===== config.mk =====
export PLATFORM = sky130hd
export DESIGN_NAME = rfm_fifo
export DESIGN_NICKNAME = d
export VERILOG_FILES = /design/src/rfm_pkg.sv /design/src/rfm_fifo.sv
export SDC_FILE = /design/constraint.sdc
export NUM_CORES = 1
export LEC_CHECK = 0
export BUFFER_PORTS_ARGS = -buffer_cell sky130_fd_sc_hd__buf_4
export CORE_MARGIN = 2
export CORE_UTILIZATION = 40
export CTS_CLUSTER_SIZE = 8
export DETAILED_ROUTE_END_ITERATION = 7
export GPL_TIMING_DRIVEN = 0
export MAX_ROUTING_LAYER = met4
export PLACE_DENSITY = 0.59
export SLEW_MARGIN = 20
export SYNTH_ARGS = -nofsm -noshare
export SYNTH_HDL_FRONTEND = slang
export SYNTH_SLANG_ARGS = --single-unit
export TNS_END_PERCENT = 5

===== constraint.sdc =====
create_clock -name clk -period 4.2 [get_ports clk]
set_input_delay 0.21 -clock clk [delete_from_list [all_inputs] [get_ports clk]]
set_output_delay 0.21 -clock clk [all_outputs]
set_load 0.02 [all_outputs]

===== src/rfm_pkg.sv =====
// Shared types, constants and codes of the reciprocal frequency meter.
package rfm_pkg;

    // Configuration register indexes.
    typedef enum logic [1:0] {
        CFG_CLOCK_HZ      = 2'd0,
        CFG_TIMER_SPAN    = 2'd1,
        CFG_LOW_THRESHOLD = 2'd2
    } cfg_index_t;

    localparam logic [31:0] CLOCK_HZ_RESET      = 32'd24000000;
    localparam logic [16:0] TIMER_SPAN_RESET    = 17'd65536;
    localparam logic [31:0] LOW_THRESHOLD_RESET = 32'd70;

    // Depth of the queue between the event front end and the arithmetic back end.
    localparam int QUEUE_DEPTH_DEFAULT = 2;

    // Linear correction (f * 10040 + 7166) / 10000; the divide by 10000 is a
    // multiply by ceil(2^45 / 10000) and a shift, exact for every 32-bit value.
    localparam logic [13:0] GAIN_NUM    = 14'd10040;
    localparam logic [31:0] GAIN_OFFSET = 32'd7166;
    localparam logic [31:0] RECIP_MUL   = 32'hD1B71759;
    localparam int          RECIP_SHIFT = 45;

    typedef struct packed {
        logic [31:0] clock_hz;
        logic [16:0] timer_span;
        logic [31:0] low_threshold;
    } rfm_cfg_t;

    // One pending capture: the wrapped capture difference and the rollovers seen.
    typedef struct packed {
        logic [31:0] diff;
        logic [31:0] count;
    } rfm_entry_t;

    typedef enum logic [2:0] {
        BK_IDLE,
        BK_PERIOD,
        BK_START,
        BK_DIV,
        BK_SCALE,
        BK_RECIP,
        BK_CORR
    } bk_state_t;

endpackage


===== src/rfm_fifo.sv =====
// Short queue of pending captures between the front end and the back end.
module rfm_fifo import rfm_pkg::*; #(
    parameter int DEPTH = QUEUE_DEPTH_DEFAULT
) (
    input  logic       clk,
    input  logic       rst_n,
    input  logic       push,
    input  rfm_entry_t push_data,
    output logic       full,
    input  logic       pop,
    output rfm_entry_t pop_data,
    output logic       empty
);

    localparam int PTR_W = (DEPTH > 1) ? $clog2(DEPTH) : 1;
    localparam int CNT_W = $clog2(DEPTH + 1);

    rfm_entry_t       mem [DEPTH];
    logic [PTR_W-1:0] wr_ptr_reg, rd_ptr_reg;
    logic [CNT_W-1:0] fill_reg;
    logic             do_push, do_pop;

    assign full     = (fill_reg == CNT_W'(DEPTH));
    assign empty    = (fill_reg == '0);
    assign do_push  = push && !full;
    assign do_pop   = pop && !empty;
    assign pop_data = mem[rd_ptr_reg];

    always_ff @(posedge clk)
    begin
        if (do_push)
        begin
            mem[wr_ptr_reg] <= push_data;
        end
    end

    always_ff @(posedge clk or negedge rst_n)
    begin
        if (!rst_n)
        begin
            wr_ptr_reg <= '0;
            rd_ptr_reg <= '0;
            fill_reg   <= '0;
        end
        else
        begin
            if (do_push)
            begin
                wr_ptr_reg <= (wr_ptr_reg == PTR_W'(DEPTH - 1)) ? '0 : wr_ptr_reg + PTR_W'(1);
            end
            if (do_pop)
            begin
                rd_ptr_reg <= (rd_ptr_reg == PTR_W'(DEPTH - 1)) ? '0 : rd_ptr_reg + PTR_W'(1);
            end
            if (do_push && !do_pop)
            begin
                fill_reg <= fill_reg + CNT_W'(1);
            end
            else if (do_pop && !do_push)
            begin
                fill_reg <= fill_reg - CNT_W'(1);
            end
        end
    end

endmodule


==> flow_metrics.py <==
metrics = {
    "outcome": {
        "status": "finished clean",
    },
    "floorplanning": {
        "start_util_pct": 41.5,
        "io_pins": 134,
        "die_x_um": 116,
        "fp-row-count": 40,
        "core_region_area_um2": 12100,
        "die_h_um": 116,
        "die_area_um2": 13500,
    },
    "pwr": {
        "p_leak_nw": 2.98,
        "clockPowerShare_pct": 24.0,
        "power_frac_seq_pct": 37.3,
        "power_per_cell_area_nw_per_um2": 678,
        "p_int_mw": 3.52,
        "ir_worst_vdd_uv": 397,
        "p_comb_share_pct": 38.7,
        "p_sw_mw": 1.53,
        "switching_share_pct": 30.2,
    },
    "global_routing": {
        "grt_usage_pct": 14.9,
        "grt_overflow_total": 0,
        "grt_pass1_wl_um": 14200,
        "grt_start_max_net_pins": 46,
        "grt_antenna_before_repair": 0,
        "grt_pass1_vias": 2932,
    },
    "critical_path": {
        "crit_arrival_ps": 2170,
        "critical_path.max_fanout": 24,
        "end_kind": "flop",
        "r2r_cells": 5,
        "cp-start-kind": "flop",
        "critPathMaxStageDelay_ps": 510,
        "cp_cell_sequence": "nand2b_1 > nand2_1 > nor2_4 > buf_12 > buf_12",
        "path_class": "flop to flop",
        "cpMaxStageDelayCell": "nor2_4",
        "cp.required_ps": 4300,
        "crit_top_cell": "buf_12",
    },
    "sta": {
        "setup_viol": 0,
        "post-route-period-util_pct": 49.3,
        "min_period_ps": 2070,
        "finClkSkew_ps": 6.54,
        "fmax_ghz": 0.483,
        "setup_ws_ps": 2130,
        "finalHoldViolCount": 0,
        "rsz0062_at_grt": "false",
        "tightest_slew_ps": 620,
        "drv_slew": 0,
        "setup_tns_ps": 0,
        "max-slew-margin-rel_pct": 58.6,
    },
    "cts": {
        "clk_latency_ps": 400,
        "post_cts_buffers": 0,
        "clock_sinks": 132,
        "cts_buffers": 17,
        "clk_pin_slew_worst_paths_ps": 50,
        "post_cts_resize_count": 0,
        "clockBufferDepth": 2,
        "root_buffer": "clkbuf_16",
        "cts_tree": "built",
        "htree_levels": 4,
    },
    "logic_synthesis": {
        "ys_ff_latch": 132,
        "syn_inst": 218,
        "synth_top_family_by_area": "multiplexers",
        "yosysWarnings": 0,
        "synth_xor_area_share_pct": 0.872,
        "synth_fa_ha_area_share_pct": 0.249,
        "synth_compound_area_share_pct": 0.0997,
        "syn_area_um2": 5020,
        "synth-simple-area-share_pct": 0.548,
        "seq_area_frac_synth_pct": 78.5,
        "synth_cell_type_count": 15,
        "synthMuxAreaShare_pct": 18.1,
        "syn_nets": 287,
        "synth_area_per_cell_um2": 23.0,
    },
    "job": {
        "drv_cap": 0,
    },
    "final_layout": {
        "final_common_cell": "buf_4",
        "nNetsFinal": 507,
        "antennaDiodeCount": 0,
        "largest_reg_flops": 128,
        "layout_common_cells": "buf_4, edfxtp_1, dlygate4sd3_1",
        "n_fill_cell": 911,
        "syn2layout_area_growth_pct": 48.3,
        "final_cells": 619,
        "drive_gt1_share_pct": 51.0,
    },
    "detailed_routing": {
        "drc": 0,
        "vias": 2739,
        "drt_iter0_markers": 99,
        "wire_per_inst_um": 14.8,
        "wl_um": 9150,
        "ant_nets": 0,
        "viasPerCell": 4.42,
        "drtPass1Iterations": 4,
    },
    "placement": {
        "dp.cells": 522,
        "dpl_worst_slack_ps": 2110,
        "place.gp.congestion": 0.704,
        "hpwl_um": 5580,
        "numPortBuffers": 133,
    },
    "worst_hold_path": {
        "hold_class": "input port to async pin",
    },
}
repair_timing:
item | CTS | global route
endpoints found under the hold margin | 132 | 0
endpoints found under the setup margin | 0 | 0
hold buffers | 65 | 0
stage by stage:
step           utilization [%]  hold WS, ps  area [µm²]  total power [mW]
2_1_floorplan                -        -85.6        5020              3.15
3_3_place_gp              51.4         8.66        6230              3.81
3_5_place_dp              52.1         12.8        6310              3.85
4_1_cts                   61.5          123        7450              5.12
5_1_grt                   61.5          144        7450              5.29
6_report                  61.5          154        7450              5.05
synthesized netlist by cell type, drive strengths merged:
master | instances | share of area, %
xnor2 | 3 | 0.52
dfrtp | 4 | 2.0
o21ai | 1 | 0.10
buf | 7 | 1.4
xor2 | 2 | 0.35
inv | 2 | 0.15
edfxtp | 128 | 77
nor2 | 3 | 0.22
ha | 1 | 0.25
and3 | 1 | 0.12
nand2 | 1 | 0.075
nand2b | 1 | 0.12
mux2 | 64 | 18
metal layers:
metal | GRT usage (%) | up-vias | routed length [µm]
met3 | 5.49 | 14 | 556
met2 | 23.7 | 93 | 4610
met5 | - | - | 0
met4 | 6.75 | 0 | 180
met1 | 16.8 | 1328 | 3800
li1 | - | 1304 | -
worst paths after layout:
| kind | endpoint | slack, ps | startpoint |
|---|---|---|---|
| min reg2reg | fill_reg[1] | 540 | fill_reg[1] |
| max reg2reg | mem[0][14] | 2130 | fill_reg[0] |
| max | mem[0][14] | 2130 | fill_reg[0] |
| min | wr_ptr_reg | 150 | rst_n |
| min in group clk | rd_ptr_reg | 160 | pop |
| max in group asynchronous | rd_ptr_reg | 3940 | rst_n |
cell families after synthesis:
group / count (synthesis)
flip-flops: 132
multiplexers: 64
buffers and inverters: 9
AND/OR/NAND/NOR: 6
XOR/XNOR: 5
AO/OA/AOI/OAI: 1
adder cells (fa/ha/maj): 1
power by group through the flow:
stage / Clock (mW) / Sequential [mW] / Combinational, mW
2_1_floorplan: 0 / 1.91 / 1.23
3_5_place_dp: 0 / 1.91 / 1.94
6_report: 1.21 / 1.88 / 1.95
4_1_cts: 1.25 / 1.89 / 1.99
5_1_grt: 1.30 / 1.91 / 2.08
3_3_place_gp: 0 / 1.94 / 1.87
layout make-up:
class,count,area [µm²],share of cell area [%]
sequential,132,3940,53.0
timing repair buffer,201,1720,23.1
multi-input combinational,77,1010,13.6
clock buffer,23,448,6.01
tap,168,210,2.82
buffer,7,72.6,0.974
clock inverter,9,38.8,0.521
inverter,2,7.51,0.101
critical path: cells and delay by family (launching register included):
family,cells,cell delay (ps)
buffers and inverters,2,480
and+or+nand+nor,3,860
DFF,1,430
No activity file was read; power rests on OpenSTA's default activity.
