## src/rfm_div.sv

```systemverilog
// Restoring divider, one quotient bit per cycle.
module rfm_div (
    input  logic        clk,
    input  logic        rst_n,
    input  logic        start,
    input  logic [31:0] dividend,
    input  logic [31:0] divisor,
    output logic        done,
    output logic [31:0] quotient
);

    localparam int WIDTH = 32;
    localparam int CNT_W = $clog2(WIDTH + 1);

    logic [WIDTH-1:0] quot_reg, rem_reg, div_reg;
    logic [CNT_W-1:0] cnt_reg;
    logic             busy_reg, done_reg;
    logic [WIDTH:0]   trial;
    logic             fits;

    assign trial    = {rem_reg, quot_reg[WIDTH-1]};
    assign fits     = (trial >= {1'b0, div_reg});
    assign done     = done_reg;
    assign quotient = quot_reg;

    always_ff @(posedge clk)
    begin
        if (start)
        begin
            quot_reg <= dividend;
            rem_reg  <= '0;
            div_reg  <= divisor;
        end
        else if (busy_reg)
        begin
            quot_reg <= {quot_reg[WIDTH-2:0], fits};
            rem_reg  <= fits ? WIDTH'(trial - {1'b0, div_reg}) : trial[WIDTH-1:0];
        end
    end

    always_ff @(posedge clk or negedge rst_n)
    begin
        if (!rst_n)
        begin
            busy_reg <= 1'b0;
            done_reg <= 1'b0;
            cnt_reg  <= '0;
        end
        else
        begin
            done_reg <= 1'b0;
            if (start)
            begin
                busy_reg <= 1'b1;
                cnt_reg  <= CNT_W'(WIDTH);
            end
            else if (busy_reg)
            begin
                cnt_reg <= cnt_reg - CNT_W'(1);
                if (cnt_reg == CNT_W'(1))
                begin
                    busy_reg <= 1'b0;
                    done_reg <= 1'b1;
                end
            end
        end
    end

endmodule

```

## config.mk

```make
export PLATFORM = sky130hd
export DESIGN_NAME = rfm_div
export DESIGN_NICKNAME = d
export VERILOG_FILES = /design/src/rfm_div.sv
export SDC_FILE = /design/constraint.sdc
export NUM_CORES = 1
export LEC_CHECK = 0
export BUFFER_PORTS_ARGS = -buffer_cell sky130_fd_sc_hd__buf_2
export CORE_AREA = 2 2 116 118
export CTS_CLUSTER_SIZE = 12
export DETAILED_ROUTE_END_ITERATION = 10
export DIE_AREA = 0 0 118 120
export PLACE_DENSITY_LB_ADDON = 0.2
export SYNTH_ARGS = -nofsm -noshare
export SYNTH_HDL_FRONTEND = slang
export SYNTH_SLANG_ARGS = --single-unit
```

## constraint.sdc

```tcl
create_clock -name clk -period 7.1 [get_ports clk]
set_input_delay 1.065 -clock clk [delete_from_list [all_inputs] [get_ports clk]]
set_output_delay 1.065 -clock clk [all_outputs]
set_load 0.01 [all_outputs]
```

==> results of run 1 <==
-- logic make-up (layout without fill, tap and decap cells) --
family	after synthesis	count (layout)
AOI/OAI and AO/OA	178	178
xor gates and xnor gates	29	29
adders and majority gates	35	35
buffers and inverters	89	167
muxes	34	34
and+or+nand+nor	187	187
DFF	104	104
-- cells in the final DEF, fill, tap and decap left out, types with 3 or more instances in the layout --
cell type / count
sky130_fd_sc_hd__a211oi_1: 6
sky130_fd_sc_hd__a21boi_0: 7
sky130_fd_sc_hd__a21o_1: 10
sky130_fd_sc_hd__a21oi_1: 38
sky130_fd_sc_hd__a311oi_1: 18
sky130_fd_sc_hd__and3_1: 3
sky130_fd_sc_hd__and4_1: 3
sky130_fd_sc_hd__buf_2: 98
sky130_fd_sc_hd__buf_4: 6
sky130_fd_sc_hd__clkbuf_16: 9
sky130_fd_sc_hd__dfrtp_1: 8
sky130_fd_sc_hd__dfxtp_1: 32
sky130_fd_sc_hd__edfxtp_1: 64
sky130_fd_sc_hd__ha_1: 34
sky130_fd_sc_hd__inv_1: 47
sky130_fd_sc_hd__inv_6: 3
sky130_fd_sc_hd__mux2_2: 32
sky130_fd_sc_hd__nand2_1: 50
sky130_fd_sc_hd__nand2b_1: 3
sky130_fd_sc_hd__nand3_1: 26
sky130_fd_sc_hd__nand4_1: 12
sky130_fd_sc_hd__nor2_1: 55
sky130_fd_sc_hd__nor3_1: 9
sky130_fd_sc_hd__nor4_1: 6
sky130_fd_sc_hd__o211ai_1: 7
sky130_fd_sc_hd__o21a_1: 8
sky130_fd_sc_hd__o21ai_0: 37
sky130_fd_sc_hd__o21bai_1: 7
sky130_fd_sc_hd__o22ai_1: 5
sky130_fd_sc_hd__o311ai_0: 3
sky130_fd_sc_hd__o31ai_1: 4
sky130_fd_sc_hd__or2_2: 5
sky130_fd_sc_hd__or3_1: 5
sky130_fd_sc_hd__xnor2_1: 18
sky130_fd_sc_hd__xor2_1: 11
-- worst max-delay path by stage --
stage	startpoint	endpoint	slack [ns]
2_1_floorplan	div_reg[20]	quotient[0]	4.41
5_1_grt	div_reg[16]	quotient[0]	3.28
3_5_place_dp	div_reg[16]	quotient[0]	3.58
6_report	div_reg[16]	quotient[0]	3.50
3_3_place_gp	div_reg[16]	quotient[0]	3.65
4_1_cts	div_reg[16]	quotient[0]	3.55
-- routing by layer --
metal | GRT usage | vias up
met5 | 0 | -
met4 | 0.0565 | 0
met3 | 0.0513 | 18
met2 | 0.389 | 171
met1 | 0.290 | 2530
li1 | - | 2557
-- power groups by stage --
stage	clock network, mW	logic [mW]	registers, mW
finish	0.522	1.22	0.884
global route	0.555	1.34	0.900
CTS	0.533	1.20	0.882
detailed placement	0	1.20	0.892
global placement	0	1.18	0.887
floorplan	0	0.912	0.885
-- area by class of cell --
| class | instances | area, sq um | share of cell area |
|---|---|---|---|
| Inverter | 47 | 176 | 0.0245 |
| Timing Repair Buffer | 104 | 536 | 0.0744 |
| Sequential cell | 104 | 2760 | 0.384 |
| Multi-Input combinational cell | 463 | 3200 | 0.444 |
| Tap cell | 176 | 220 | 0.0306 |
| Clock buffer | 9 | 225 | 0.0313 |
| Clock inverter | 7 | 82.6 | 0.0115 |
-- worst register-to-register path: stages (launching register included) --
cell and delay [ns]:
sky130_fd_sc_hd__edfxtp_1 0.38, sky130_fd_sc_hd__inv_1 0.08, sky130_fd_sc_hd__ha_1 0.29, sky130_fd_sc_hd__a21oi_1 0.28, sky130_fd_sc_hd__o21ai_1 0.18, sky130_fd_sc_hd__or3_1 0.39
sky130_fd_sc_hd__o41a_1 0.15, sky130_fd_sc_hd__and3_4 0.18, sky130_fd_sc_hd__o21ai_2 0.53, sky130_fd_sc_hd__buf_4 0.36, sky130_fd_sc_hd__nand2_1 0.23, sky130_fd_sc_hd__mux2_2 0.31
-- per-stage QoR --
step | area (sq um) | utilization | hold slack [ns] | total power, mW | instances
after floorplan | 6360 | - | 0.461 | 1.80 | 656
after detailed placement | 6890 | 0.531 | 0.494 | 2.09 | 894
after global placement | 6890 | 0.531 | 0.484 | 2.07 | 894
final | 7200 | 0.555 | 0.505 | 2.62 | 910
after CTS | 7200 | 0.555 | 0.509 | 2.62 | 910
after global routing | 7200 | 0.555 | 0.526 | 2.80 | 910
==> metrics.log, run 1 <==
INFO  metric cts-root-buf = sky130_fd_sc_hd__clkbuf_16
INFO  metric synthesis.yosys.warnings = 0
INFO  metric timing.critical_path.max_delay_family = compound AO/OA/AOI/OAI gates
INFO  metric clock_latency = approximately 0.36 ns
INFO  metric largest_net_degree_at_the_start_of_global_routing = 56
INFO  metric timing.critical_path.depth = 11
INFO  metric top_signal_layer_used = met4
INFO  metric synthMostInstantiatedCell = sky130_fd_sc_hd__edfxtp_1
INFO  metric timing.max_slew.rel_slack = 0.133
INFO  metric route.final.wire_length = 15700 um
INFO  metric final.setup.tns = 0 ns
INFO  metric wl_met3 = between 900 and 1000 um
INFO  metric clkSinkCount = roughly 100
INFO  metric via_count = 5276
INFO  metric post_route_ant_nets = 0
INFO  metric grt_antenna_before_repair = 0
INFO  metric drt-wirelength-per-cell = 17.3 um
INFO  metric synth_cell_types = 68
INFO  metric remaining_drc_errors = 0
INFO  metric hp-class = flop to flop
INFO  metric synthesis.area = roughly 0.0064 sq mm
INFO  metric h_tree_level_count = 3
INFO  metric global_route_wire_length_before_repair = 25400 um
INFO  metric post_synth_main_area_contributors = sky130_fd_sc_hd__edfxtp_1 (30%), sky130_fd_sc_hd__dfxtp_1 (10%), sky130_fd_sc_hd__ha_1 (6.7%)
INFO  metric tritoncts = yes
INFO  metric timing.fmax = 278 MHz
INFO  metric cts_resized = 0
INFO  metric fin_ws = 3.50 ns
INFO  metric sequentialPowerShare = 0.337
INFO  metric post-place-ws = 3.58 ns
INFO  metric critical_path.reg2reg.startpoint = div_reg[16]
INFO  metric critical_path.slowest_cell = sky130_fd_sc_hd__o21ai_2
INFO  metric required_time_of_the_worst_setup_path = 7.21 ns
INFO  metric maxCapViolCount = 0
INFO  metric dr.first_iter.drc_count = 388
INFO  metric syn-num-nets = around 760
INFO  metric final_weighted_congestion_of_routability_driven_global_placement = 0.888
INFO  metric critical_path.startpoint_type = flop
INFO  metric via_count_of_the_first_global_routing_pass = 5042
INFO  metric timing_max_transition_violations_final = 0
INFO  metric power.switching_fraction = 0.410
INFO  metric synth_largest_area_cell = sky130_fd_sc_hd__edfxtp_1
INFO  metric pwr-share-comb = 0.464
INFO  metric global_route.usage.total = 0.226
INFO  metric cts_hold_buf = 0
INFO  metric effective_utilization_at_floorplan = 0.490
INFO  metric holdCritStartpoint = rem_reg[5]
INFO  metric synth_top_area_frac = 0.302
INFO  metric finalWorstPathRequiredPeriod = around 3.6 ns
INFO  metric row_count = 42
INFO  metric synth_xor_xnor_area_share = 0.0400
INFO  metric run_status = finished, final reports clean
INFO  metric boundaryPins = 100
INFO  metric detail_route.vias_per_cell = between 5 and 6
INFO  metric synth_adder_area_share = 0.0701
INFO  metric min_delay_worst_endpoint = rem_reg[5]
INFO  metric simple_gate_area_share_of_the_yosys_netlist = 0.139
INFO  metric crit_path_end_kind = flop
INFO  metric cts_setup_buffers = 0
INFO  metric clock_power_share = 0.199
INFO  metric rsz_0062_raised_after_global_routing = no
INFO  metric die_area = 0.0142 sq mm
INFO  metric worstMarginPinSlew = ~1.3 ns
INFO  metric die_w = 118 um
INFO  metric final_setup_violation_count = 0
INFO  metric critical_path_buf_inv_count = 2
INFO  metric synth_compound_area_frac = 0.194
INFO  metric cp_max_fo = 17
INFO  metric switchingPower = 1.08 mW
INFO  metric cts.clk_slew.worst_paths = 0.07 ns
INFO  metric synth.top_cells.by_count = sky130_fd_sc_hd__edfxtp_1 (64), sky130_fd_sc_hd__nor2_1 (55), sky130_fd_sc_hd__nand2_1 (50)
INFO  metric antennaDiodeCount = 0
INFO  metric number_of_enable_flip_flop_cells_after_synthesis = 64
INFO  metric ys.flop_type = sky130_fd_sc_hd__edfxtp_1
INFO  metric synth-seq-cells = 104
INFO  metric layout.nets = 831
INFO  metric place.detailed.hpwl = roughly 11000 um
INFO  metric finClkSkew = 0.0123 ns
INFO  metric drive_gt1_frac = 0.225
INFO  metric postSynthAreaPerCell = 9.69 sq um
INFO  metric timing.hold.worst_path_depth = 2
INFO  metric reg2reg_setup_slack = 3.50 ns
INFO  metric areaGrowthSynthToFinish = 13.3%
INFO  metric synth_cells = 656
INFO  metric finalHoldViolations = 0
INFO  metric met2RoutedLength = 7700 um
INFO  metric clockBufferDepth = 2
INFO  metric grt_overflow = 0
INFO  metric r2r_end = quotient[0]
INFO  metric cellPowerDensity = 364 mW/mm^2
INFO  metric placement.io_buffers = 99
INFO  metric max-vdd-ir-drop = 213 uV
INFO  metric worstPathArrival = 3.71 ns
INFO  metric cell_internal_pwr = 1.55 mW
INFO  metric first_pass_iteration_count_of_the_detailed_router = 5
INFO  metric reg2regPathDepth = 11
INFO  metric p_leak = 3.06 nW
INFO  metric ys_async_sr_fraction = 0.0769
INFO  metric synth.mux.area_fraction = 0.0598
INFO  metric floorplan.die.height = about 120 um
INFO  metric path_cells = inv_1 > ha_1 > a21oi_1 > o21ai_1 > or3_1 > o41a_1 > and3_4 > o21ai_2 > buf_4 > nand2_1 > mux2_2
INFO  metric largest_family_of_logic_cells_by_synthesized_area = compound AO/OA/AOI/OAI gates
INFO  metric core-area = 0.0130 sq mm
INFO  metric timing_worst_setup_path_type = flop to flop
INFO  metric detail_route.wirelength.met1 = ~6900 um
INFO  metric worst_path_largest_cell_delay = approximately 0.53 ns
INFO  metric fillCellCount = 1180
INFO  metric synth_seq_area_share = 0.435
INFO  metric layout_worst_path_cycle_share = 0.506
INFO  metric cts-buffers-inserted = 9
(Power assumes the default switching activity.)
==> run 2, diff against run 1 <==
Settings changed: ABC_AREA set to 1, CORE_AREA 2 2 116 118 to 2 2 121 123, DIE_AREA 0 0 118 120 to 0 0 123 125.
Clock period 7.1 ns to 3.45 ns, I/O delays scaled along.
==> run 2 against run 1 <==
Flip-flop and latch count is the same. First-iteration DRC count shrank 6.4%. Fmax grew 35%. Largest power group unchanged. Core utilization grew 0.28 points. Synthesized cell count grew 52%. Wire length grew 6.4%. Worst hold slack lost 0.19 ns.
==> metrics.log, run 2 <==
INFO  metric run_status = finished, final reports clean
INFO  metric areaGrowthSynthToFinish = 14.3%
INFO  metric synthMostInstantiatedCell = sky130_fd_sc_hd__nand2_1
INFO  metric layout_worst_path_cycle_share = 0.772 (+0.266)
INFO  metric worst_path_largest_cell_delay = 0.46 ns (-0.07 ns)
INFO  metric timing.critical_path.max_delay_family = simple AND/OR/NAND/NOR gates
INFO  metric timing.fmax = 375 MHz (+35%)
INFO  metric cp_max_fo = 34 (+17)
INFO  metric clockBufferDepth = 2 (unchanged)
INFO  metric syn-num-nets = 1099 (+45%)
INFO  metric synth_cell_types = 37 (-46%)
INFO  metric global_route_wire_length_before_repair = 27900 um (+9.7%)
INFO  metric worstMarginPinSlew = 1.09 ns (-0.206 ns)
INFO  metric largest_net_degree_at_the_start_of_global_routing = 49 (-13%)
INFO  metric synth_largest_area_cell = sky130_fd_sc_hd__edfxtp_1
INFO  metric final_weighted_congestion_of_routability_driven_global_placement = 0.954 (+7.4%)
INFO  metric finalWorstPathRequiredPeriod = 2.66 ns (-0.930 ns)
INFO  metric synthesis.area = 0.00693 sq mm (+9.0%)
INFO  metric via_count_of_the_first_global_routing_pass = 5832 (+16%)
INFO  metric critical_path_buf_inv_count = 1 (-1)
INFO  metric effective_utilization_at_floorplan = 0.488 (-0.00185)
INFO  metric critical_path.slowest_cell = sky130_fd_sc_hd__nand2_4
INFO  metric cts_resized = 0 (unchanged)
INFO  metric route.final.wire_length = 16700 um (+6.4%)
INFO  metric finClkSkew = 0.00676 ns (-0.00551 ns)
INFO  metric grt_overflow = 0 (unchanged)
INFO  metric timing.critical_path.depth = 13 (+2)
INFO  metric max-vdd-ir-drop = 278 uV (+31%)
INFO  metric most_used_cells_in_the_layout_excluding_fill_and_tap_cells = sky130_fd_sc_hd__nand2_1 (408), sky130_fd_sc_hd__inv_1 (188), sky130_fd_sc_hd__buf_2 (99), sky130_fd_sc_hd__nand3_1 (77), sky130_fd_sc_hd__edfxtp_1 (64)
INFO  metric synth_top_area_frac = 0.277 (-0.0250)
INFO  metric post_route_ant_nets = 0 (unchanged)
INFO  metric timing.max_slew.rel_slack = 0.273 (+0.140)
INFO  metric place.detailed.hpwl = 12500 um (+11%)
INFO  metric antennaDiodeCount = 0 (unchanged)
INFO  metric remaining_drc_errors = 0 (unchanged)
INFO  metric row_count = 44 (+4.8%)
INFO  metric postSynthAreaPerCell = 6.95 sq um (-28%)
INFO  metric number_of_enable_flip_flop_cells_after_synthesis = 64 (unchanged)
INFO  metric synth-seq-cells = 104 (unchanged)
INFO  metric path_cells = inv_1 > ha_1 > nand2_2 > nor2_2 > nand3_1 > nand3_2 > nand2_1 > nand2_2 > nand2_4 > nand2_4 > nand2_1 > nand3_1 > o21ai_1
INFO  metric tritoncts = yes
INFO  metric global_route.usage.total = 0.229 (+0.00236)
INFO  metric cellPowerDensity = 660 mW/mm^2 (+81%)
INFO  metric ys.flop_type = sky130_fd_sc_hd__edfxtp_1
INFO  metric floorplan.die.height = 125 um (+4.2%)
INFO  metric first_pass_iteration_count_of_the_detailed_router = 5 (unchanged)
INFO  metric die_w = 123 um (+4.2%)
INFO  metric core-area = 0.0142 sq mm (+9.4%)
INFO  metric final.setup.tns = 0 ns (unchanged)
INFO  metric drt-wirelength-per-cell = 13.1 um (-24%)
INFO  metric timing_worst_setup_path_type = flop to flop
INFO  metric rsz_0062_raised_after_global_routing = no
INFO  metric boundaryPins = 100 (unchanged)
INFO  metric via_count = 6237 (+18%)
INFO  metric fillCellCount = 1460 (+24%)
INFO  metric cts.clk_slew.worst_paths = 0.08 ns (about the same)
INFO  metric layout.nets = 1194 (+44%)
INFO  metric postLayoutCoreUtil = 0.558 (+0.00276)
INFO  metric required_time_of_the_worst_setup_path = 3.69 ns (-3.52 ns)
INFO  metric worstPathArrival = 2.91 ns (-0.80 ns)
INFO  metric synth.top_cells.by_count = sky130_fd_sc_hd__nand2_1 (408), sky130_fd_sc_hd__inv_1 (188), sky130_fd_sc_hd__nand3_1 (77)
INFO  metric synthesis.yosys.warnings = 0 (unchanged)
INFO  metric h_tree_level_count = 3 (unchanged)
INFO  metric reg2regPathDepth = 13 (+2)
INFO  metric timing.hold.worst_path_depth = 1 (-1)
INFO  metric post_synth_main_area_contributors = sky130_fd_sc_hd__edfxtp_1 (28%), sky130_fd_sc_hd__nand2_1 (22%), sky130_fd_sc_hd__inv_1 (10%)
INFO  metric synth_cells = 997 (+52%)
INFO  metric maxCapViolCount = 0 (unchanged)
INFO  metric placement.io_buffers = 99 (unchanged)
INFO  metric crit_path_end_kind = flop
INFO  metric cts-root-buf = sky130_fd_sc_hd__clkbuf_16
INFO  metric hp-class = input port to flop
INFO  metric detail_route.vias_per_cell = 4.87 (-16%)
INFO  metric drive_gt1_frac = 0.135 (-0.0899)
INFO  metric grt_antenna_before_repair = 0 (unchanged)
INFO  metric timing_max_transition_violations_final = 0 (unchanged)
INFO  metric dr.first_iter.drc_count = 363 (-6.4%)
INFO  metric ys_async_sr_fraction = 0.0769 (unchanged)
INFO  metric die_area = 0.0154 sq mm (+8.6%)
INFO  metric final_common_cell = sky130_fd_sc_hd__nand2_1
INFO  metric critical_path.startpoint_type = flop
INFO  metric finalHoldViolations = 0 (unchanged)
INFO  metric clkSinkCount = 104 (unchanged)
INFO  metric p_leak = 4.39 nW (+43%)
INFO  metric cts-buffers-inserted = 9 (unchanged)
INFO  metric final_setup_violation_count = 0 (unchanged)
INFO  metric synth_seq_area_share = 0.399 (-0.0359)
INFO  metric clock_latency = 0.37 ns (about the same)
## run 2: changes by cell type in the layout (fill, tap and decap cells not counted), sizes merged, moves of 10 or more
cell / previous run / this run
xor2: 11 / 1
o21ai: 39 / 19
mux2: 32 / 0
nand3: 26 / 85
nand3b: 2 / 14
nand2: 50 / 417
a21oi: 38 / 22
inv: 51 / 192
a311oi: 19 / 0
a21o: 10 / 0
## run 2: per-stage QoR
step	std cells	total power [mW]	cell area [sq um]	worst slack (ns)	hold WS, ns
4_1_cts	1281	5.26	7920	0.821	0.310
2_1_floorplan	997	3.56	6930	0.975	0.222
6_report	1281	5.23	7920	0.785	0.320
3_3_place_gp	1264	4.04	7570	0.888	0.373
3_5_place_dp	1264	4.07	7570	0.854	0.370
5_1_grt	1281	5.67	7920	0.555	0.311
## run 2: path summary, 6_finish.rpt
path	from	end	slack, ns
max	div_reg[8]	rem_reg[5]	0.79
min	divisor[14]	div_reg[14]	0.32
max reg2reg	div_reg[8]	rem_reg[5]	0.79
min reg2reg	rem_reg[28]	rem_reg[28]	0.48
max in group asynchronous	rst_n	busy_reg	2.75
min in group asynchronous	rst_n	cnt_reg[4]	0.53
## run 2: what timing repair did
item / CTS / global route
hold buffers: 1 / 0
buffers inserted: 0 / 0
endpoints found under the hold margin: 8 / 0
## run 2: where the power goes
group / switching, mW / internal (mW) / leakage (nW) / total, mW
clock network: 0.520 / 0.653 / 0.161 / 1.17
logic: 1.50 / 0.872 / 3.20 / 2.37
registers: 0.135 / 1.55 / 1.03 / 1.69
## run 2: logic make-up after synthesis
| logic type | Yosys count | share of synthesized area |
|---|---|---|
| AO/OA/AOI/OAI | 48 | 0.0374 |
| XOR/XNOR | 14 | 0.0177 |
| adder cells (fa/ha/maj) | 35 | 0.0643 |
| buffers and inverters | 212 | 0.122 |
| flip-flops | 104 | 0.399 |
| AND/OR/NAND/NOR | 584 | 0.360 |
## run 2: layout make-up
class / instances / area (sq um) / share of cell area
clock buffers: 9 / 225 / 0.0284
clock inverters: 7 / 113 / 0.0142
inverters: 189 / 709 / 0.0896
multi-input cells: 681 / 3320 / 0.419
flip-flops and latches: 104 / 2760 / 0.349
well taps: 184 / 230 / 0.0291
repair buffers: 107 / 558 / 0.0705
## run 2: layer usage
metal	wire length, um	share of wire	up-vias	global-route usage
met1	7720	0.46	2772	0.313
met4	293	0.017	0	0.0715
li1	-	-	3263	-
met5	0	0	-	0
met3	978	0.058	18	0.0429
met2	7750	0.46	184	0.367
