### config.mk
export PLATFORM = sky130hd
export DESIGN_NAME = rfm_front
export DESIGN_NICKNAME = d
export VERILOG_FILES = /design/src/rfm_pkg.sv /design/src/rfm_front.sv
export SDC_FILE = /design/constraint.sdc
export NUM_CORES = 1
export LEC_CHECK = 0
export BUFFER_PORTS_ARGS = -buffer_cell sky130_fd_sc_hd__buf_4
export CORE_ASPECT_RATIO = 1.1
export CORE_MARGIN = 2
export CORE_UTILIZATION = 41
export CTS_BUF_LIST = sky130_fd_sc_hd__clkbuf_8
export DETAILED_ROUTE_END_ITERATION = 12
export SLEW_MARGIN = 20
export SYNTH_ARGS = -nofsm -noshare
export SYNTH_HDL_FRONTEND = slang
export SYNTH_SLANG_ARGS = --single-unit
### constraint.sdc
create_clock -name clk -period 2.75 [get_ports clk]
set_input_delay 0.275 -clock clk [delete_from_list [all_inputs] [get_ports clk]]
set_output_delay 0.275 -clock clk [all_outputs]
set_load 0.05 [all_outputs]
### src/rfm_pkg.sv
// Shared types, constants and codes of the reciprocal frequency meter.
package rfm_pkg;

    // Configuration register indexes.
    typedef enum logic [1:0] {
        CFG_CLOCK_HZ      = 2'd0,
        CFG_TIMER_SPAN    = 2'd1,
        CFG_LOW_THRESHOLD = 2'd2
    } cfg_index_t;

    localparam logic [31:0] CLOCK_HZ_RESET      = 32'd24000000;
    localparam logic [16:0] TIMER_SPAN_RESET    = 17'd65536;
    localparam logic [31:0] LOW_THRESHOLD_RESET = 32'd70;

    // Depth of the queue between the event front end and the arithmetic back end.
    localparam int QUEUE_DEPTH_DEFAULT = 2;

    // Linear correction (f * 10040 + 7166) / 10000; the divide by 10000 is a
    // multiply by ceil(2^45 / 10000) and a shift, exact for every 32-bit value.
    localparam logic [13:0] GAIN_NUM    = 14'd10040;
    localparam logic [31:0] GAIN_OFFSET = 32'd7166;
    localparam logic [31:0] RECIP_MUL   = 32'hD1B71759;
    localparam int          RECIP_SHIFT = 45;

    typedef struct packed {
        logic [31:0] clock_hz;
        logic [16:0] timer_span;
        logic [31:0] low_threshold;
    } rfm_cfg_t;

    // One pending capture: the wrapped capture difference and the rollovers seen.
    typedef struct packed {
        logic [31:0] diff;
        logic [31:0] count;
    } rfm_entry_t;

    typedef enum logic [2:0] {
        BK_IDLE,
        BK_PERIOD,
        BK_START,
        BK_DIV,
        BK_SCALE,
        BK_RECIP,
        BK_CORR
    } bk_state_t;

endpackage

### src/rfm_front.sv
// Event front end: counts rollovers and queues one entry per capture.
module rfm_front import rfm_pkg::*; (
    input  logic        clk,
    input  logic        rst_n,
    input  logic        s_tvalid,
    output logic        s_tready,
    input  logic [15:0] s_tdata,   // capture_value
    input  logic [1:0]  s_tuser,   // rollover_event, capture_event
    input  logic        q_full,
    output logic        q_push,
    output rfm_entry_t  q_push_data
);

    logic [31:0] count_reg, count_next;
    logic [15:0] last_reg, last_next;
    logic [31:0] count_eff;
    logic        accept;

    assign s_tready = !q_full;
    assign accept   = s_tvalid && s_tready;

    always_comb
    begin
        // A rollover in the same request is counted before the capture.
        count_eff         = count_reg + 32'(s_tuser[0]);
        count_next        = count_reg;
        last_next         = last_reg;
        q_push            = 1'b0;
        q_push_data.diff  = {16'd0, s_tdata} - {16'd0, last_reg};
        q_push_data.count = count_eff;
        if (accept)
        begin
            if (s_tuser[1])
            begin
                q_push     = 1'b1;
                count_next = '0;
                last_next  = s_tdata;
            end
            else
            begin
                count_next = count_eff;
            end
        end
    end

    always_ff @(posedge clk or negedge rst_n)
    begin
        if (!rst_n)
        begin
            count_reg <= '0;
            last_reg  <= '0;
        end
        else
        begin
            count_reg <= count_next;
            last_reg  <= last_next;
        end
    end

endmodule

==> results of run 1 <==
-- metal layers --
metal | vias up | part of all wire (%)
met2 | 75 | 49
met3 | 6 | 4.7
met4 | 0 | 0.84
met5 | - | 0
met1 | 1504 | 45
li1 | 1631 | -
-- report_power, final --
part	internal [µW]	leakage, µW	total (µW)	switching (µW)
Clock	198	0.0000538	432	234
Sequential	748	0.000641	763	15.3
Combinational	535	0.00139	1580	1040
-- cell families (layout without fill, tap and decap cells) --
family | after synthesis | in the layout | share of synthesized area, %
AO/OA/AOI/OAI | 126 | 127 | 21.9
buffers and inverters | 62 | 134 | 8.53
flip-flops | 48 | 48 | 33.7
AND/OR/NAND/NOR | 128 | 128 | 18.7
multiplexers | 1 | 1 | 0.281
XOR/XNOR | 41 | 41 | 10.1
adder cells (fa/ha/maj) | 19 | 19 | 6.88
-- synthesized netlist by cell type (3+ instances only) --
cell / number
inv_1: 24
ha_1: 18
nand2b_1: 9
xor2_1: 10
or2_2: 3
a21oi_1: 21
dfrtp_1: 48
buf_4: 15
nor2_1: 17
nand2_1: 50
and2_1: 3
and4_1: 5
a31o_2: 3
o21ai_0: 49
o21ai_1: 5
a31oi_1: 7
xnor2_1: 31
nand4_1: 7
o31ai_1: 18
a21o_1: 3
a22o_1: 7
a41oi_1: 5
nand3_1: 16
buf_2: 6
clkbuf_1: 15
-- worst max-delay path, delay by kind of cell, from the launching register on --
family / cells / cell delay, ns
and+or+nand+nor: 1 / 0.13
adders and majority gates: 2 / 0.55
DFF: 1 / 0.39
AOI/OAI and AO/OA: 5 / 0.85
buffers and inverters: 2 / 0.34
-- per-stage QoR --
| stage | hold WS [ns] | TNS (ns) |
|---|---|---|
| 6_report | -0.0318 | -1.80 |
| 5_1_grt | 0.0313 | -4.23 |
| 4_1_cts | 0.0174 | -2.86 |
| 3_5_place_dp | 0.353 | 0 |
| 3_3_place_gp | 0.345 | 0 |
| 2_1_floorplan | -0.0206 | 0 |
-- worst max-delay path by stage --
stage | from | to | depth (start not counted)
2_1_floorplan | last_reg[0] | q_push_data[49] | 9
3_3_place_gp | s_tdata[0] | q_push_data[56] | 12
3_5_place_dp | s_tdata[0] | q_push_data[55] | 12
4_1_cts | last_reg[0] | q_push_data[55] | 10
5_1_grt | last_reg[0] | q_push_data[53] | 10
6_report | last_reg[0] | q_push_data[53] | 10
-- cell type report --
cell class,instances,area (µm²),share of cell area (%)
multi-input combinational,316,2170,47.7
inverter,24,90.1,1.98
clock buffer,6,82.6,1.82
clock inverter,2,7.51,0.165
timing repair buffer,102,857,18.9
tap,111,139,3.06
sequential,48,1200,26.5
-- layout by cell type, fill, tap and decap left out, types with 3 or more instances in the layout --
master,synthesis,routed
a21o_1,3,3
a31oi_1,7,7
nand3_1,16,16
nand2b_1,9,8
a22o_1,7,7
o31ai_1,18,17
nand4_1,7,7
a21oi_1,21,17
buf_4,15,82
and2_1,3,3
or2_2,3,3
o21ai_1,5,4
nand2_1,50,50
buf_6,1,17
nor2_1,17,17
inv_1,24,26
dfrtp_1,48,47
ha_1,18,16
a21oi_2,0,3
and4_1,5,5
xor2_1,10,10
o21ai_0,49,48
clkbuf_8,0,6
a41oi_1,5,5
xnor2_1,31,31
-- repair_timing --
| action | in CTS | in global routing |
|---|---|---|
| setup endpoints to repair | 20 | 32 |
| cloned | 1 | 0 |
| setup buffers | 0 | 5 |
| gates resized for setup | 25 | 15 |
| pin swaps | 2 | 6 |
==> results.json, run 1 <==
{
  "fin_area_um2": 4540,
  "portBuffers": 87,
  "clock-sinks": 48,
  "route.vias.total": 3216,
  "start_kind": "flop",
  "worstPathArrival_ns": 2.60,
  "syn_avg_cell_area_um2": 8.39,
  "synth-edff-count": 0,
  "gp_congestion": 0.830,
  "holdWs_ns": -0.0318,
  "rows": 35,
  "wl_per_cell_um": 14.1,
  "drtIter0Drc": 92,
  "dp_cells": 595,
  "hold_path_class": "in -> async",
  "max_stage_delay_ns": 0.39,
  "fin_skew_ns": 0.00456,
  "rsz0062_at_grt": "true",
  "worst_slack_ns": -0.123,
  "die_w_um": 92.9,
  "first_pass_iters": 4,
  "r2r-start": "count_reg[0]",
  "coreArea_um2": 8410,
  "worstPathRequired_ns": 2.48,
  "path_max_fanout": 8,
  "report.final.slew_viol_count": 0,
  "die_area_um2": 9460,
  "p_per_area_nw_per_um2": 611,
  "dp_hpwl_um": 5990,
  "setup_viol": 17,
  "critPathKind": "reg -> out",
  "n_antenna_cell": 0,
  "nets": 538,
  "violations": "negative hold slack, negative setup slack",
  "start_util_pct": 42.4,
  "leakage_uw": 0.00209,
  "drive_gt1_share_pct": 27.7,
  "peakVddDrop_mv": 0.219,
  "tightest_slew_ns": 0.773,
  "dp_slack_ns": 0.00550,
  "min_period_over_period_pct": 104,
  "synth-main-ff-cell": "dfrtp_1",
  "htree_num_levels": 2,
  "syn_inst": 425,
  "fillers": 837,
  "drc": 0,
  "clk_latency_ns": 0.30,
  "clockRootBuffer": "clkbuf_8",
  "cts_buffer_depth": 2,
  "antenna_left": 0,
  "finalNonFillerCells": 609,
  "finalPower_uw": 2770,
  "cpMostUsedCell": "buf_6",
  "synth_top_area_share_pct": 33.7,
  "grt_pass1_vias": 3018,
  "status": "complete, but fails checks",
  "crit_chain": "ha_2, fa_2, nor2b_4, o21ai_2, a31o_2, a31o_4, o31ai_4, buf_6, a21oi_4, buf_6",
  "viasPerCell": 5.28,
  "syn-num-nets": 466,
  "reg2regPathDepth": 8,
  "yosysSeqAreaShare_pct": 33.7,
  "wl_um": 8560,
  "antenna_found_initial": 0,
  "io_pins": 88,
  "final_util_pct": 54.0,
  "use_met2_pct": 30.9,
  "cp-end-kind": "output port",
  "cts_tree": "built",
  "ys_async_sr_fraction_pct": 100,
  "r2r_slack_ns": 0.77,
  "synth-seq-cells": 48,
  "hold_viol": 11,
  "ys.warnings.count": 0,
  "yosys-top-cells-area": "dfrtp_1 (34%), xnor2_1 (7.6%), o21ai_0 (6.9%)",
  "largest_reg_flops": 32,
  "slowest_stage": "dfrtp_1",
  "use_met3_pct": 3.47,
  "fmax_mhz": 348,
  "cts_buffers": 5,
  "netlist_area_um2": 3570,
  "cts_hold_buf": 0,
  "met1_usage_pct": 23.5,
  "place_area_um2": 4240,
  "cts.clk_slew.worst_paths_ns": 0.09,
  "drv_cap": 0,
  "fin_crit_ns": 2.87,
  "grt_max_degree": 49,
  "relSlewSlack_pct": 48.3,
  "r2r-end": "count_reg[25]",
  "grt.busiest_layer": "met2",
  "grt_overflow": 0,
  "grt_pass1_wl_um": 13800,
  "yosysTopAreaCell": "dfrtp_1",
  "die_h_um": 102,
  "ys_types": 47,
  "area_delta_synth_final_pct": 27.4,
  "gr-usage-all-layers_pct": 17.9
}
Power figures use the tool's default switching activity.
==> run 2: changes to the inputs <==
- ABC_AREA: default -> 1
- SETUP_SLACK_MARGIN: default -> 0.3
==> run 2 against run 1 <==
The flow finishes with violations (negative hold slack). First-iteration DRC count grew 30%. Setup slack improved by 0.49 ns. Critical endpoint is now q_push_data[48]. Die area grew 8.0%. Sequential cell count unchanged. Non-clock buffer count decreased by 5. Hold slack gained 0.023 ns. Highest routed layer unchanged. Combinational power grew 9%. Via count is 17% higher.
==> results.json, run 2 <==
{
  "htree_num_levels": 2,
  "dp_hpwl_um": 7430,
  "synth-main-ff-cell": "dfrtp_1",
  "cts.clk_slew.worst_paths_ns": 0.09,
  "grt_overflow": 0,
  "syn-num-nets": 632,
  "status": "complete, but fails checks",
  "violations": "negative hold slack",
  "drtIter0Drc": 120,
  "fin_skew_ns": 0.00365,
  "clockRootBuffer": "clkbuf_8",
  "synthMuxAreaShare_pct": 0,
  "die_w_um": 96.6,
  "synth_top_family_by_area": "simple AND/OR/NAND/NOR gates",
  "fin_crit_ns": 2.39,
  "yosys-top-cells-count": "nand2_1 (250), inv_1 (85), nor2_1 (49)",
  "cts_buffers": 5,
  "worstPathRequired_ns": 2.48,
  "clk_latency_ns": 0.31,
  "ys.warnings.count": 0,
  "gp_congestion": 0.862,
  "tns_ns": 0,
  "netlist_area_um2": 3860,
  "cts_buffer_depth": 2,
  "final_cell_mix": "nand2_1 (243), inv_1 (84), buf_4 (77)",
  "syn_avg_cell_area_um2": 6.54,
  "p_per_area_nw_per_um2": 596,
  "synthXorXnorAreaFrac_pct": 4.86,
  "dp_cells": 777,
  "die_area_um2": 10200,
  "crit_chain": "ha_2, fa_2, inv_2, nand3_2, nand2_4, nand3_4, nand3_4, a21oi_4, clkbuf_16, buf_8",
  "n_antenna_cell": 0,
  "grt_pass1_wl_um": 16400,
  "worst_slack_ns": 0.365,
  "max_stage_delay_ns": 0.39,
  "antenna_found_initial": 0,
  "hold_viol": 18,
  "report.final.slew_viol_count": 0,
  "min_period_over_period_pct": 86.7,
  "tightest_slew_ns": 0.650,
  "coreArea_um2": 9260,
  "yosysMostFrequentCell": "nand2_1",
  "drc": 0,
  "hold_path_class": "in -> async",
  "start_kind": "flop",
  "finalNonFillerCells": 791,
  "synth_fa_ha_area_share_pct": 6.35,
  "yosysSeqAreaShare_pct": 31.1,
  "relSlewSlack_pct": 56.7,
  "wl_per_cell_um": 12.7,
  "first_pass_iters": 4,
  "leakage_uw": 0.00272,
  "syn_inst": 591,
  "rsz0062_at_grt": "true",
  "io_pins": 88,
  "die_h_um": 106,
  "start_util_pct": 41.7,
  "cp-end-kind": "output port",
  "ys_async_sr_fraction_pct": 100,
  "nets": 714,
  "cts_tree": "built",
  "viasPerCell": 4.76,
  "fmax_mhz": 419,
  "gr-usage-all-layers_pct": 20.3,
  "route.vias.total": 3766,
  "area_delta_synth_final_pct": 30.7,
  "wl_um": 10100,
  "worstPathArrival_ns": 2.11,
  "worstPathBufferInverterCount": 3,
  "grt_pass1_vias": 3628,
  "cts_hold_buf": 0,
  "drive_gt1_share_pct": 22.8,
  "synth_top_area_share_pct": 31.1,
  "dp_slack_ns": 0.427,
  "critPathKind": "reg -> out",
  "peakVddDrop_mv": 0.533,
  "synth-seq-cells": 48,
  "setup_viol": 0,
  "yosys.area_share.simple_pct": 39.2,
  "slowest_stage": "dfrtp_1",
  "rows": 37,
  "yosysTopAreaCell": "dfrtp_1",
  "crit_family": "adder cells",
  "drv_cap": 0,
  "synth_compound_area_share_pct": 6.51,
  "portBuffers": 87,
  "fillers": 937,
  "path_max_fanout": 8,
  "largest_reg_flops": 32,
  "synth-edff-count": 0,
  "ys_types": 30,
  "grt_max_degree": 49,
  "cpMostUsedCell": "nand3_4",
  "holdWs_ns": -0.00870,
  "clock-sinks": 48,
  "final_common_cell": "nand2_1",
  "antenna_left": 0,
  "yosys-top-cells-area": "dfrtp_1 (31%), nand2_1 (24%), inv_1 (8.3%)"
}
run 2: repair_timing:
action	in CTS	in global routing
setup endpoints to repair	21	26
pin swaps	3	6
buffers inserted	1	4
gates resized for setup	14	58
cloned	0	1
run 2: power by group:
part	internal (µW)	leakage [µW]	switching [µW]
combinational	616	0.00202	1100
clock	267	0.0000593	256
sequential	749	0.000641	17.8
run 2: metal layers:
metal | global-route usage, % | part of all wire (%) | up-vias
met5 | 0 | 0 | -
met4 | 6.04 | 1.9 | 0
met3 | 3.22 | 4.0 | 12
met2 | 35.0 | 51 | 75
met1 | 25.7 | 43 | 1728
li1 | - | - | 1951
run 2: kinds of logic (layout without fill, tap and decap cells):
group,count (synthesis),in the layout
AO/OA/AOI/OAI,45,45
XOR/XNOR,18,18
adder cells (fa/ha/maj),19,19
buffers and inverters,107,190
flip-flops,48,48
AND/OR/NAND/NOR,354,354
run 2: metrics by stage:
stage	hold WS (ns)	power, µW	instance area [µm²]	utilization, %
finish	-0.00870	3010	5050	54.5
global route	0.0358	3180	5050	54.5
CTS	0.0118	2810	4740	51.2
detailed placement	0.358	2220	4560	49.3
global placement	0.349	2210	4560	49.3
floorplan	-0.0206	1900	3870	-
run 2: final timing paths:
kind	startpoint	end	slack, ns	depth (start not counted)
min in group clk	s_tdata[4]	last_reg[4]	0.18	3
max reg2reg	count_reg[0]	count_reg[20]	1.03	11
min	rst_n	count_reg[25]	-0.009	1
min reg2reg	last_reg[0]	last_reg[0]	0.51	1
max	last_reg[0]	q_push_data[48]	0.36	10
max in group asynchronous	rst_n	count_reg[19]	2.33	1
run 2: area by class of cell:
class	count	area [µm²]	area share [%]
inverters	85	319	6.32
multi-input cells	436	2370	46.9
repair buffers	97	906	17.9
clock buffers	5	68.8	1.36
clock inverters	3	38.8	0.768
well taps	117	146	2.90
flip-flops and latches	48	1200	23.8
==> run 3: changes to the inputs <==
- CTS_BUF_LIST: sky130_fd_sc_hd__clkbuf_8 -> sky130_fd_sc_hd__clkbuf_16
==> run 3 against run 2 <==
The flow now finishes without violations. Clock skew decreased by 0.0015 ns. Sequential cell count did not move. Sequential share of layout area increased by 0.29 points. Critical endpoint is now q_push_data[12]. Largest cell class unchanged. Largest power group unchanged.
==> results.json, run 3 (same netlist as run 2, synthesis figures left out) <==
{
  "status": "complete, no violations",
  "rows": 37,
  "grt_max_degree": 49,
  "cts_buffers": 5,
  "die_w_um": 96.6,
  "cts_buffer_depth": 2,
  "grt_pass1_wl_um": 16300,
  "critPathKind": "reg -> out",
  "first_pass_iters": 4,
  "grt_overflow": 0,
  "setup_viol": 0,
  "area_delta_synth_final_pct": 29.1,
  "peakVddDrop_mv": 0.569,
  "netSwitchingFraction_pct": 44.3,
  "antenna_found_initial": 0,
  "fmax_mhz": 425,
  "report.final.slew_viol_count": 0,
  "tightest_slew_ns": 0.649,
  "route.vias.total": 3758,
  "power.internal_uw": 1720,
  "dp_hpwl_um": 7430,
  "drive_gt1_share_pct": 21.7,
  "final_cell_mix": "nand2_1 (246), inv_1 (86), buf_4 (76)",
  "leakage_uw": 0.00271,
  "nets": 713,
  "rsz0062_at_grt": "false",
  "clock-sinks": 48,
  "grt_pass1_vias": 3598,
  "place_area_um2": 4560,
  "cp-startpoint": "count_reg[0]",
  "drv_cap": 0,
  "power.switching_uw": 1370,
  "coreArea_um2": 9260,
  "io_pins": 88,
  "antenna_left": 0,
  "dp_cells": 777,
  "finalNonFillerCells": 790,
  "die_h_um": 106,
  "drtIter0Drc": 118,
  "wl_per_cell_um": 12.5,
  "clk_latency_ns": 0.29,
  "die_area_um2": 10200,
  "holdWs_ns": 0.0160,
  "crit_chain": "ha_1, ha_1, nand2_1, inv_1, nand2_1, nor2_2, xor2_1, buf_4",
  "largest_reg_flops": 32,
  "fin_area_um2": 4990,
  "n_antenna_cell": 0,
  "start_kind": "flop",
  "viasPerCell": 4.76,
  "clockRootBuffer": "clkbuf_16",
  "clock_power_share_pct": 22.6,
  "fin_crit_ns": 2.35,
  "seqPwrFrac_pct": 24.9,
  "fin_skew_ns": 0.00218,
  "gp_congestion": 0.862,
  "hold_path_class": "in -> async",
  "max_stage_delay_ns": 0.35,
  "start_util_pct": 41.7,
  "r2r-start": "count_reg[0]",
  "finalPower_uw": 3080,
  "cp-end-kind": "output port",
  "worstPathArrival_ns": 2.08,
  "gr-usage-all-layers_pct": 20.2,
  "cts_hold_buf": 0,
  "wl_um": 9880,
  "portBuffers": 87,
  "final_common_cell": "nand2_1",
  "hold_viol": 0,
  "worstPathRequired_ns": 2.48,
  "cts_tree": "built",
  "htree_num_levels": 2,
  "min_period_over_period_pct": 85.5,
  "power_frac_comb_pct": 52.5,
  "relSlewSlack_pct": 56.8,
  "slowest_stage": "dfrtp_1",
  "tns_ns": 0,
  "cts.clk_slew.worst_paths_ns": 0.07,
  "path_max_fanout": 3,
  "p_per_area_nw_per_um2": 618,
  "drc": 0
}
[run 3: critical path: cells and delay by family (launching register included)]
family / cells / cell delay [ns]
fa+ha+maj: 2 / 0.37
flops: 1 / 0.35
simple gates: 3 / 0.45
xor+xnor: 1 / 0.26
buf+inv: 2 / 0.36
[run 3: metal layers]
metal	vias to the layer above	track usage, %	part of all wire (%)
met5	-	0	0
met4	0	6.24	2.0
li1	1945	-	-
met2	90	34.6	50
met1	1711	25.7	44
met3	12	3.36	4.4
[run 3: repair_timing]
item	4_1_cts	5_1_grt
pin swaps	3	1
endpoints found under the hold margin	0	0
gates cloned	0	1
gates resized for setup	4	40
setup endpoints to repair	20	22
setup buffers	1	3
[run 3: final cells by class]
class | instances | area (µm²)
Fill cell | 941 | 4270
Multi-Input combinational cell | 436 | 2330
Sequential cell | 48 | 1200
Timing Repair Buffer | 96 | 826
Inverter | 85 | 319
Tap cell | 117 | 146
Clock buffer | 5 | 125
Clock inverter | 3 | 38.8
[run 3: per-stage QoR]
| step | worst slack [ns] | util [%] |
|---|---|---|
| 3_3_place_gp | 0.490 | 49.3 |
| 3_5_place_dp | 0.427 | 49.3 |
| 2_1_floorplan | 0.372 | - |
| 6_report | 0.397 | 53.9 |
| 5_1_grt | 0.271 | 53.9 |
| 4_1_cts | 0.312 | 51.4 |
[run 3: power by group through the flow]
stage          sequential (µW)  combinational [µW]  clock (µW)
2_1_floorplan              776                1130           0
3_3_place_gp               779                1430           0
3_5_place_dp               780                1440           0
4_1_cts                    767                1470         726
5_1_grt                    772                1730         758
6_report                   767                1620         698
[run 3: worst paths after layout]
check                             endpoint  slack, ns  cells after the start
setup / recovery           q_push_data[12]       0.40                      8
hold / removal               count_reg[10]       0.02                      1
setup reg to reg             count_reg[18]       1.01                     11
hold reg to reg                last_reg[0]       0.50                      1
max in group asynchronous    count_reg[19]       2.30                      1
min in group clk               last_reg[4]       0.20                      3
